<file path="config.mk">
export PLATFORM = sky130hd
export DESIGN_NAME = debounced_change_reporter
export DESIGN_NICKNAME = d
export VERILOG_FILES = /design/src/rtl/dcr_pkg.sv /design/src/rtl/dcr_in_stage.sv /design/src/rtl/dcr_core.sv /design/src/rtl/dcr_out_stage.sv /design/src/rtl/debounced_change_reporter.sv
export SDC_FILE = /design/constraint.sdc
export NUM_CORES = 1
export LEC_CHECK = 0
export BUFFER_PORTS_ARGS = -buffer_cell sky130_fd_sc_hd__buf_2
export CORE_MARGIN = 2
export CORE_UTILIZATION = 56
export DETAILED_ROUTE_END_ITERATION = 8
export PLACE_DENSITY = 0.84
export SLEW_MARGIN = 20
export SYNTH_ARGS = -nofsm -noshare
export SYNTH_HDL_FRONTEND = slang
export SYNTH_HIERARCHICAL = 1
export SYNTH_SLANG_ARGS = --single-unit
</file>
<file path="constraint.sdc">
create_clock -name aclk -period 8.5 [get_ports aclk]
set_clock_uncertainty 0.1 [all_clocks]
set_input_delay 1.7 -clock aclk [delete_from_list [all_inputs] [get_ports aclk]]
set_output_delay 1.7 -clock aclk [all_outputs]
set_load 0.01 [all_outputs]
</file>
<file path="src/rtl/dcr_pkg.sv">
// Shared types and constants for the debounced change reporter.
// No dependencies; every other file refers to this package by scoped names.
`default_nettype none

package dcr_pkg;

    // Configuration register indexes
    localparam int unsigned CFG_INDEX_W = 2;
    localparam int unsigned CFG_DATA_W  = 8;
    localparam logic [CFG_INDEX_W-1:0] REG_HEARTBEAT_TICKS = 2'd0;
    localparam logic [CFG_INDEX_W-1:0] REG_STABLE_TICKS    = 2'd1;
    localparam logic [CFG_INDEX_W-1:0] REG_FAIL_LIMIT      = 2'd2;

    // Reset values of the configuration registers
    localparam logic [7:0] HEARTBEAT_TICKS_RST = 8'd30;
    localparam logic [5:0] STABLE_TICKS_RST    = 6'd3;
    localparam logic [3:0] FAIL_LIMIT_RST      = 4'd3;

    // Saturation limits of the counters
    localparam logic [7:0] HEARTBEAT_MAX = 8'hFF;
    localparam logic [5:0] STABLE_MAX    = 6'h3F;
    localparam logic [3:0] FAIL_MAX      = 4'hF;

    typedef enum logic [1:0] {
        ACT_NONE      = 2'd0,
        ACT_HEARTBEAT = 2'd1,
        ACT_CHANGE    = 2'd2,
        ACT_REINIT    = 2'd3
    } action_t;

    // Operation codes of an input item
    localparam logic OP_POLL    = 1'b0;
    localparam logic OP_OUTCOME = 1'b1;

    typedef struct packed {
        logic operation;
        logic low_switch;
        logic half_switch;
        logic full_switch;
        logic tx_ok;
    } in_item_t;

    typedef struct packed {
        action_t action;
        logic    send_low;
        logic    send_half;
        logic    send_full;
    } out_item_t;

endpackage

`default_nettype wire

</file>
<file path="src/rtl/dcr_in_stage.sv">
// Input register of the debounced change reporter.
// Depends on dcr_pkg for the input item type.
`default_nettype none

module dcr_in_stage (
    input  wire logic             aclk,
    input  wire logic             aresetn,
    input  wire logic             s_valid,
    output logic                  s_ready,
    input  wire dcr_pkg::in_item_t s_item,
    input  wire logic             advance,
    output logic                  item_valid,
    output dcr_pkg::in_item_t     item
);

    logic              valid_reg;
    logic              valid_next;
    dcr_pkg::in_item_t item_reg;

    // Free slot, or the held item moves on this cycle
    assign s_ready = !valid_reg || advance;

    always_comb begin
        valid_next = valid_reg;
        if (s_ready) begin
            valid_next = s_valid;
        end
    end

    always_ff @(posedge aclk) begin
        if (!aresetn) begin
            valid_reg <= 1'b0;
        end else begin
            valid_reg <= valid_next;
        end
    end

    // Payload needs no reset
    always_ff @(posedge aclk) begin
        if (s_valid && s_ready) begin
            item_reg <= s_item;
        end
    end

    assign item_valid = valid_reg;
    assign item       = item_reg;

endmodule

`default_nettype wire

</file>
<file path="src/rtl/dcr_core.sv">
// Decision logic and state of the debounced change reporter: debounce,
// heartbeat timer, failure counter and configuration registers. Uses dcr_pkg.
`default_nettype none

module dcr_core (
    input  wire logic                                 aclk,
    input  wire logic                                 aresetn,
    input  wire logic                                 cfg_wr_en,
    input  wire logic [dcr_pkg::CFG_INDEX_W-1:0]      cfg_index,
    input  wire logic [dcr_pkg::CFG_DATA_W-1:0]       cfg_wdata,
    input  wire logic                                 advance,
    input  wire dcr_pkg::in_item_t                    item,
    output dcr_pkg::out_item_t                        result
);

    // Configuration
    logic [7:0] heartbeat_ticks_reg;
    logic [5:0] stable_ticks_reg;
    logic [3:0] fail_limit_reg;

    // Block state
    logic [2:0] sent_bits_reg,      sent_bits_next;
    logic       sent_valid_reg,     sent_valid_next;
    logic [2:0] cand_bits_reg,      cand_bits_next;
    logic       cand_active_reg,    cand_active_next;
    logic [5:0] stable_count_reg,   stable_count_next;
    logic [7:0] hb_count_reg,       hb_count_next;
    logic [3:0] fail_count_reg,     fail_count_next;
    logic [2:0] pending_bits_reg,   pending_bits_next;
    logic       startup_due_reg,    startup_due_next;

    logic [2:0] cur;
    logic       changed;
    logic       new_cand;
    logic [5:0] stable_eff;
    logic [7:0] hb_inc;
    logic [3:0] fail_inc;

    // Configuration writes
    always_ff @(posedge aclk) begin
        if (!aresetn) begin
            heartbeat_ticks_reg <= dcr_pkg::HEARTBEAT_TICKS_RST;
            stable_ticks_reg    <= dcr_pkg::STABLE_TICKS_RST;
            fail_limit_reg      <= dcr_pkg::FAIL_LIMIT_RST;
        end else if (cfg_wr_en) begin
            unique case (cfg_index)
                dcr_pkg::REG_HEARTBEAT_TICKS: heartbeat_ticks_reg <= cfg_wdata[7:0];
                dcr_pkg::REG_STABLE_TICKS:    stable_ticks_reg    <= cfg_wdata[5:0];
                dcr_pkg::REG_FAIL_LIMIT:      fail_limit_reg      <= cfg_wdata[3:0];
                default: ;
            endcase
        end
    end

    // Sample packing: low in bit 0, full in bit 2
    assign cur        = {item.full_switch, item.half_switch, item.low_switch};
    assign changed    = !sent_valid_reg || (cur != sent_bits_reg);
    assign new_cand   = !cand_active_reg || (cur != cand_bits_reg);
    assign stable_eff = new_cand ? 6'd0 : stable_count_reg;
    assign hb_inc     = (hb_count_reg == dcr_pkg::HEARTBEAT_MAX) ? hb_count_reg
                                                                  : hb_count_reg + 8'd1;
    assign fail_inc   = (fail_count_reg == dcr_pkg::FAIL_MAX) ? fail_count_reg
                                                               : fail_count_reg + 4'd1;

    // Next state and result for the item in the input register
    always_comb begin
        sent_bits_next    = sent_bits_reg;
        sent_valid_next   = sent_valid_reg;
        cand_bits_next    = cand_bits_reg;
        cand_active_next  = cand_active_reg;
        stable_count_next = stable_count_reg;
        hb_count_next     = hb_count_reg;
        fail_count_next   = fail_count_reg;
        pending_bits_next = pending_bits_reg;
        startup_due_next  = startup_due_reg;
        result            = '{action: dcr_pkg::ACT_NONE, default: 1'b0};

        if (item.operation == dcr_pkg::OP_OUTCOME) begin
            if (item.tx_ok) begin
                fail_count_next = 4'd0;
                sent_bits_next  = pending_bits_reg;
                sent_valid_next = 1'b1;
            end else if (fail_inc >= fail_limit_reg) begin
                fail_count_next = 4'd0;
                result.action   = dcr_pkg::ACT_REINIT;
            end else begin
                fail_count_next = fail_inc;
            end
        end else if (startup_due_reg) begin
            // First poll after reset: heartbeat only
            startup_due_next  = 1'b0;
            hb_count_next     = 8'd0;
            cand_active_next  = 1'b0;
            pending_bits_next = cur;
            result            = '{dcr_pkg::ACT_HEARTBEAT, cur[0], cur[1], cur[2]};
        end else if (changed && (stable_eff >= stable_ticks_reg)) begin
            // Candidate has held long enough
            cand_bits_next    = cur;
            cand_active_next  = 1'b0;
            stable_count_next = stable_eff;
            hb_count_next     = 8'd0;
            pending_bits_next = cur;
            result            = '{dcr_pkg::ACT_CHANGE, cur[0], cur[1], cur[2]};
        end else begin
            if (changed) begin
                cand_bits_next    = cur;
                cand_active_next  = 1'b1;
                stable_count_next = (stable_eff == dcr_pkg::STABLE_MAX) ? stable_eff
                                                                       : stable_eff + 6'd1;
            end else begin
                cand_active_next  = 1'b0;
            end
            // Heartbeat timer
            if (hb_inc >= heartbeat_ticks_reg) begin
                hb_count_next     = 8'd0;
                cand_active_next  = 1'b0;
                pending_bits_next = cur;
                result            = '{dcr_pkg::ACT_HEARTBEAT, cur[0], cur[1], cur[2]};
            end else begin
                hb_count_next     = hb_inc;
            end
        end
    end

    // State update when the item moves to the result register
    always_ff @(posedge aclk) begin
        if (!aresetn) begin
            sent_bits_reg    <= 3'd0;
            sent_valid_reg   <= 1'b0;
            cand_bits_reg    <= 3'd0;
            cand_active_reg  <= 1'b0;
            stable_count_reg <= 6'd0;
            hb_count_reg     <= 8'd0;
            fail_count_reg   <= 4'd0;
            pending_bits_reg <= 3'd0;
            startup_due_reg  <= 1'b1;
        end else if (advance) begin
            sent_bits_reg    <= sent_bits_next;
            sent_valid_reg   <= sent_valid_next;
            cand_bits_reg    <= cand_bits_next;
            cand_active_reg  <= cand_active_next;
            stable_count_reg <= stable_count_next;
            hb_count_reg     <= hb_count_next;
            fail_count_reg   <= fail_count_next;
            pending_bits_reg <= pending_bits_next;
            startup_due_reg  <= startup_due_next;
        end
    end

endmodule

`default_nettype wire

</file>
<file path="src/rtl/dcr_out_stage.sv">
// Result register of the debounced change reporter; produces the advance
// strobe for the stages before it. Uses dcr_pkg for the result item type.
`default_nettype none

module dcr_out_stage (
    input  wire logic               aclk,
    input  wire logic               aresetn,
    input  wire logic               item_valid,
    input  wire dcr_pkg::out_item_t result,
    output logic                    advance,
    output logic                    m_valid,
    input  wire logic               m_ready,
    output dcr_pkg::out_item_t      m_item
);

    logic               valid_reg;
    logic               valid_next;
    dcr_pkg::out_item_t item_reg;

    // Result register is free or drains this cycle
    assign advance = item_valid && (!valid_reg || m_ready);

    always_comb begin
        valid_next = valid_reg;
        if (advance) begin
            valid_next = 1'b1;
        end else if (m_ready) begin
            valid_next = 1'b0;
        end
    end

    always_ff @(posedge aclk) begin
        if (!aresetn) begin
            valid_reg <= 1'b0;
        end else begin
            valid_reg <= valid_next;
        end
    end

    always_ff @(posedge aclk) begin
        if (advance) begin
            item_reg <= result;
        end
    end

    assign m_valid = valid_reg;
    assign m_item  = item_reg;

endmodule

`default_nettype wire

</file>
<file path="src/rtl/debounced_change_reporter.sv">
// Top level of the debounced change reporter: input register, decision core,
// result register. Depends on dcr_pkg, dcr_in_stage, dcr_core, dcr_out_stage.
//
// The block takes one item per clock unless stalled. An item is either a poll tick
// or a transmit outcome, and each item yields exactly one result item. The result
// shows on m_valid once the item moves into the result register. While the item
// sits in the input register, the core decides and updates its state. The result
// register then holds the outcome until it is taken. While m_ready stays high the
// block takes an item every cycle. Once both registers are full and m_ready is
// low, s_ready drops. The only stages are the input and result registers. The
// user must write configuration registers through cfg_wr_en/cfg_index/cfg_wdata
// only while no item is in flight; the block itself does not enforce this.
`default_nettype none

module debounced_change_reporter (
    input  wire logic                            aclk,
    input  wire logic                            aresetn,
    input  wire logic                            cfg_wr_en,
    input  wire logic [dcr_pkg::CFG_INDEX_W-1:0] cfg_index,
    input  wire logic [dcr_pkg::CFG_DATA_W-1:0]  cfg_wdata,
    input  wire logic                            s_valid,
    output logic                                 s_ready,
    input  wire dcr_pkg::in_item_t               s_item,
    output logic                                 m_valid,
    input  wire logic                            m_ready,
    output dcr_pkg::out_item_t                   m_item
);

    logic               advance;
    logic               item_valid;
    dcr_pkg::in_item_t  item;
    dcr_pkg::out_item_t result;

    dcr_in_stage u_in (
        .aclk       (aclk),
        .aresetn    (aresetn),
        .s_valid    (s_valid),
        .s_ready    (s_ready),
        .s_item     (s_item),
        .advance    (advance),
        .item_valid (item_valid),
        .item       (item)
    );

    dcr_core u_core (
        .aclk      (aclk),
        .aresetn   (aresetn),
        .cfg_wr_en (cfg_wr_en),
        .cfg_index (cfg_index),
        .cfg_wdata (cfg_wdata),
        .advance   (advance),
        .item      (item),
        .result    (result)
    );

    dcr_out_stage u_out (
        .aclk       (aclk),
        .aresetn    (aresetn),
        .item_valid (item_valid),
        .result     (result),
        .advance    (advance),
        .m_valid    (m_valid),
        .m_ready    (m_ready),
        .m_item     (m_item)
    );

endmodule

`default_nettype wire

</file>
==> metrics <==
Ant. Diodes 0; Max Buffers Root-to-Sink 2; r2r worst-path depth 12; Vias 2600; Worst Hold Class reg -> reg; top-level I/O count 27; Post-CTS Resized 0; Avg Cell Area, Syn 9.103 sq um; count of final hold-check violations 0; port buffer count 26; number of global-route vias before repair 2615; status complete, no violations; GR Overflow Total 0; Power Total 606.7 uW; clock root buffer clkbuf_8; CTS H-tree lvls 3; DR DRC count 0; die height 79.65 microns; RSZ-0062 raised after global routing false; max-cap violations 0; Slew @ Worst Pin 829.7 ps; Clock Sinks 60; Synth area leaders dfxtp_1 31%, edfxtp_1 9.4%, ha_1 8.2%; Final Setup Violations 0; Setup Buffers After CTS 0; Post-synth ARST share 0%; Die Area 6343 sq um; worst vdd ir 115.2 uV; crit path max fanout 10; reg2reg setup slack 4950 ps; fraction of layout cells with a size suffix above 1 16.06%; Post-Route WL 6507 microns; #FFs+latches synth 60; Final Cell Area 3592 sq um; WS Path Type in -> out; top-count cell post-synth dfxtp_1; Core Box Area 5507 sq um; post-synthesis sequential area ratio 40.61%; drt wl/cell 14.21 microns; Yosys cell types 57; Yosys top cell by area dfxtp_1; routed vias/inst 5.677; routability cong. 0.8747; P&R area growth vs syn 12.10%; Worst setup EP type output port; initial drt markers 164; Hold-fix buffers, CTS 0; top post-synthesis cells by count 50 x dfxtp_1, 42 x nand2_1, 30 x nor2_1, 25 x a21oi_1, 21 x ha_1; Layout Nets 422; Slew Limit Fails 0; TritonCTS buffer count 9; Leak 1.596 nW; TritonRoute pass-1 iters 4; syn_nets 393; die width 79.65 microns; clk_lat worst skew 340 ps; Critical Path Start Type primary input; initial antenna violation count 0; CTS tree yes; Yosys top cell area share 31.24%; post-synthesis cell area 3204 sq um; Clock Pin Slew Worst Setup and Hold Paths 70 ps; cell area after placement 3392 sq um; post-layout util 65.24%; Post-synth EDFFs 10; Synth warnings 6; Tcrit/Tclk final 55.28%; Antenna Nets Post-Route 0; post-DP HPWL 4783 microns; num rows 27; GRT Total Usage 23.17%; Post-Synthesis Cells 352; largest net degree at the start of global routing 33; Crit path required time 6700 ps; starting density of the core 58.19%; setup TNS 0 ps; critical path arrival 2900 ps; wire length of the first global-routing pass 11260 microns; Worst Hold Depth 2; relative slew slack 44.57%; ys flop type dfxtp_1; post-layout min period 4699 ps; Peak Freq 212.8 MHz; power per cell area 168.9 nW/um^2
## placed cells by master (no fill, tap or decap), types with 7 or more instances in the layout
cell      instances
buf_2            26
mux2i_1          18
clkbuf_8          9
xnor2_1           7
nand3_1          19
and2_1           12
a21oi_1          25
nor2_1           30
ha_1             21
and3_1            7
dfxtp_1          50
nand2_1          42
edfxtp_1         10
inv_1            20
## final timing paths
| check | startpoint | endpoint |
|---|---|---|
| hold reg to reg | u_core/pending_bits_reg[1] | u_core/pending_bits_reg[1] |
| setup / recovery | m_ready | s_ready |
| setup reg to reg | u_core/hb_count_reg[0] | u_out/m_item[1] |
| hold / removal | u_core/pending_bits_reg[1] | u_core/pending_bits_reg[1] |
## area by class of cell
cell class | instances | area (sq um)
Clock buffer | 9 | 123.9
Clock inverter | 7 | 76.32
Fill cell | 443 | 1914
Inverter | 20 | 75.07
Multi-Input combinational cell | 262 | 1780
Sequential cell | 60 | 1301
Tap cell | 72 | 90.09
Timing Repair Buffer | 28 | 145.1
## stage by stage
step | hold WS [ps] | instances | setup WS (ps)
6_report | 359.0 | 458 | 3801
5_1_grt | 386.6 | 458 | 3706
4_1_cts | 366.5 | 458 | 3786
3_5_place_dp | 356.1 | 442 | 3803
3_3_place_gp | 342.8 | 442 | 3839
2_1_floorplan | 327.9 | 352 | 4187
## where the power goes
group          internal (mW)  total (mW)  switching (mW)
clock                  0.137       0.254           0.118
combinational         0.0199      0.0469          0.0269
sequential             0.298       0.306         0.00721
## cells by family (layout without fill, tap and decap cells)
family / count (synthesis) / count (layout) / synth area share, %
AOI/OAI and AO/OA: 71 / 71 / 15.27
DFF: 60 / 60 / 40.61
muxes: 21 / 21 / 6.677
adders and majority gates: 21 / 21 / 8.200
buffers and inverters: 30 / 64 / 3.827
and+or+nand+nor: 140 / 140 / 22.96
xor gates and xnor gates: 9 / 9 / 2.460
## critical path, stage by stage
cell and delay (ps):
buf_2 100, nor2b_4 40, nor2b_1 640, nand2b_4 290, buf_2 130
## layer usage
metal	vias to the layer above	wire length [microns]	GRT usage [%]
met5	-	0	0
li1	1315	-	-
met2	76	3268	40.76
met3	8	368	7.692
met4	0	80	9.828
met1	1201	2791	25.38
No activity file was read; power rests on OpenSTA's default activity.
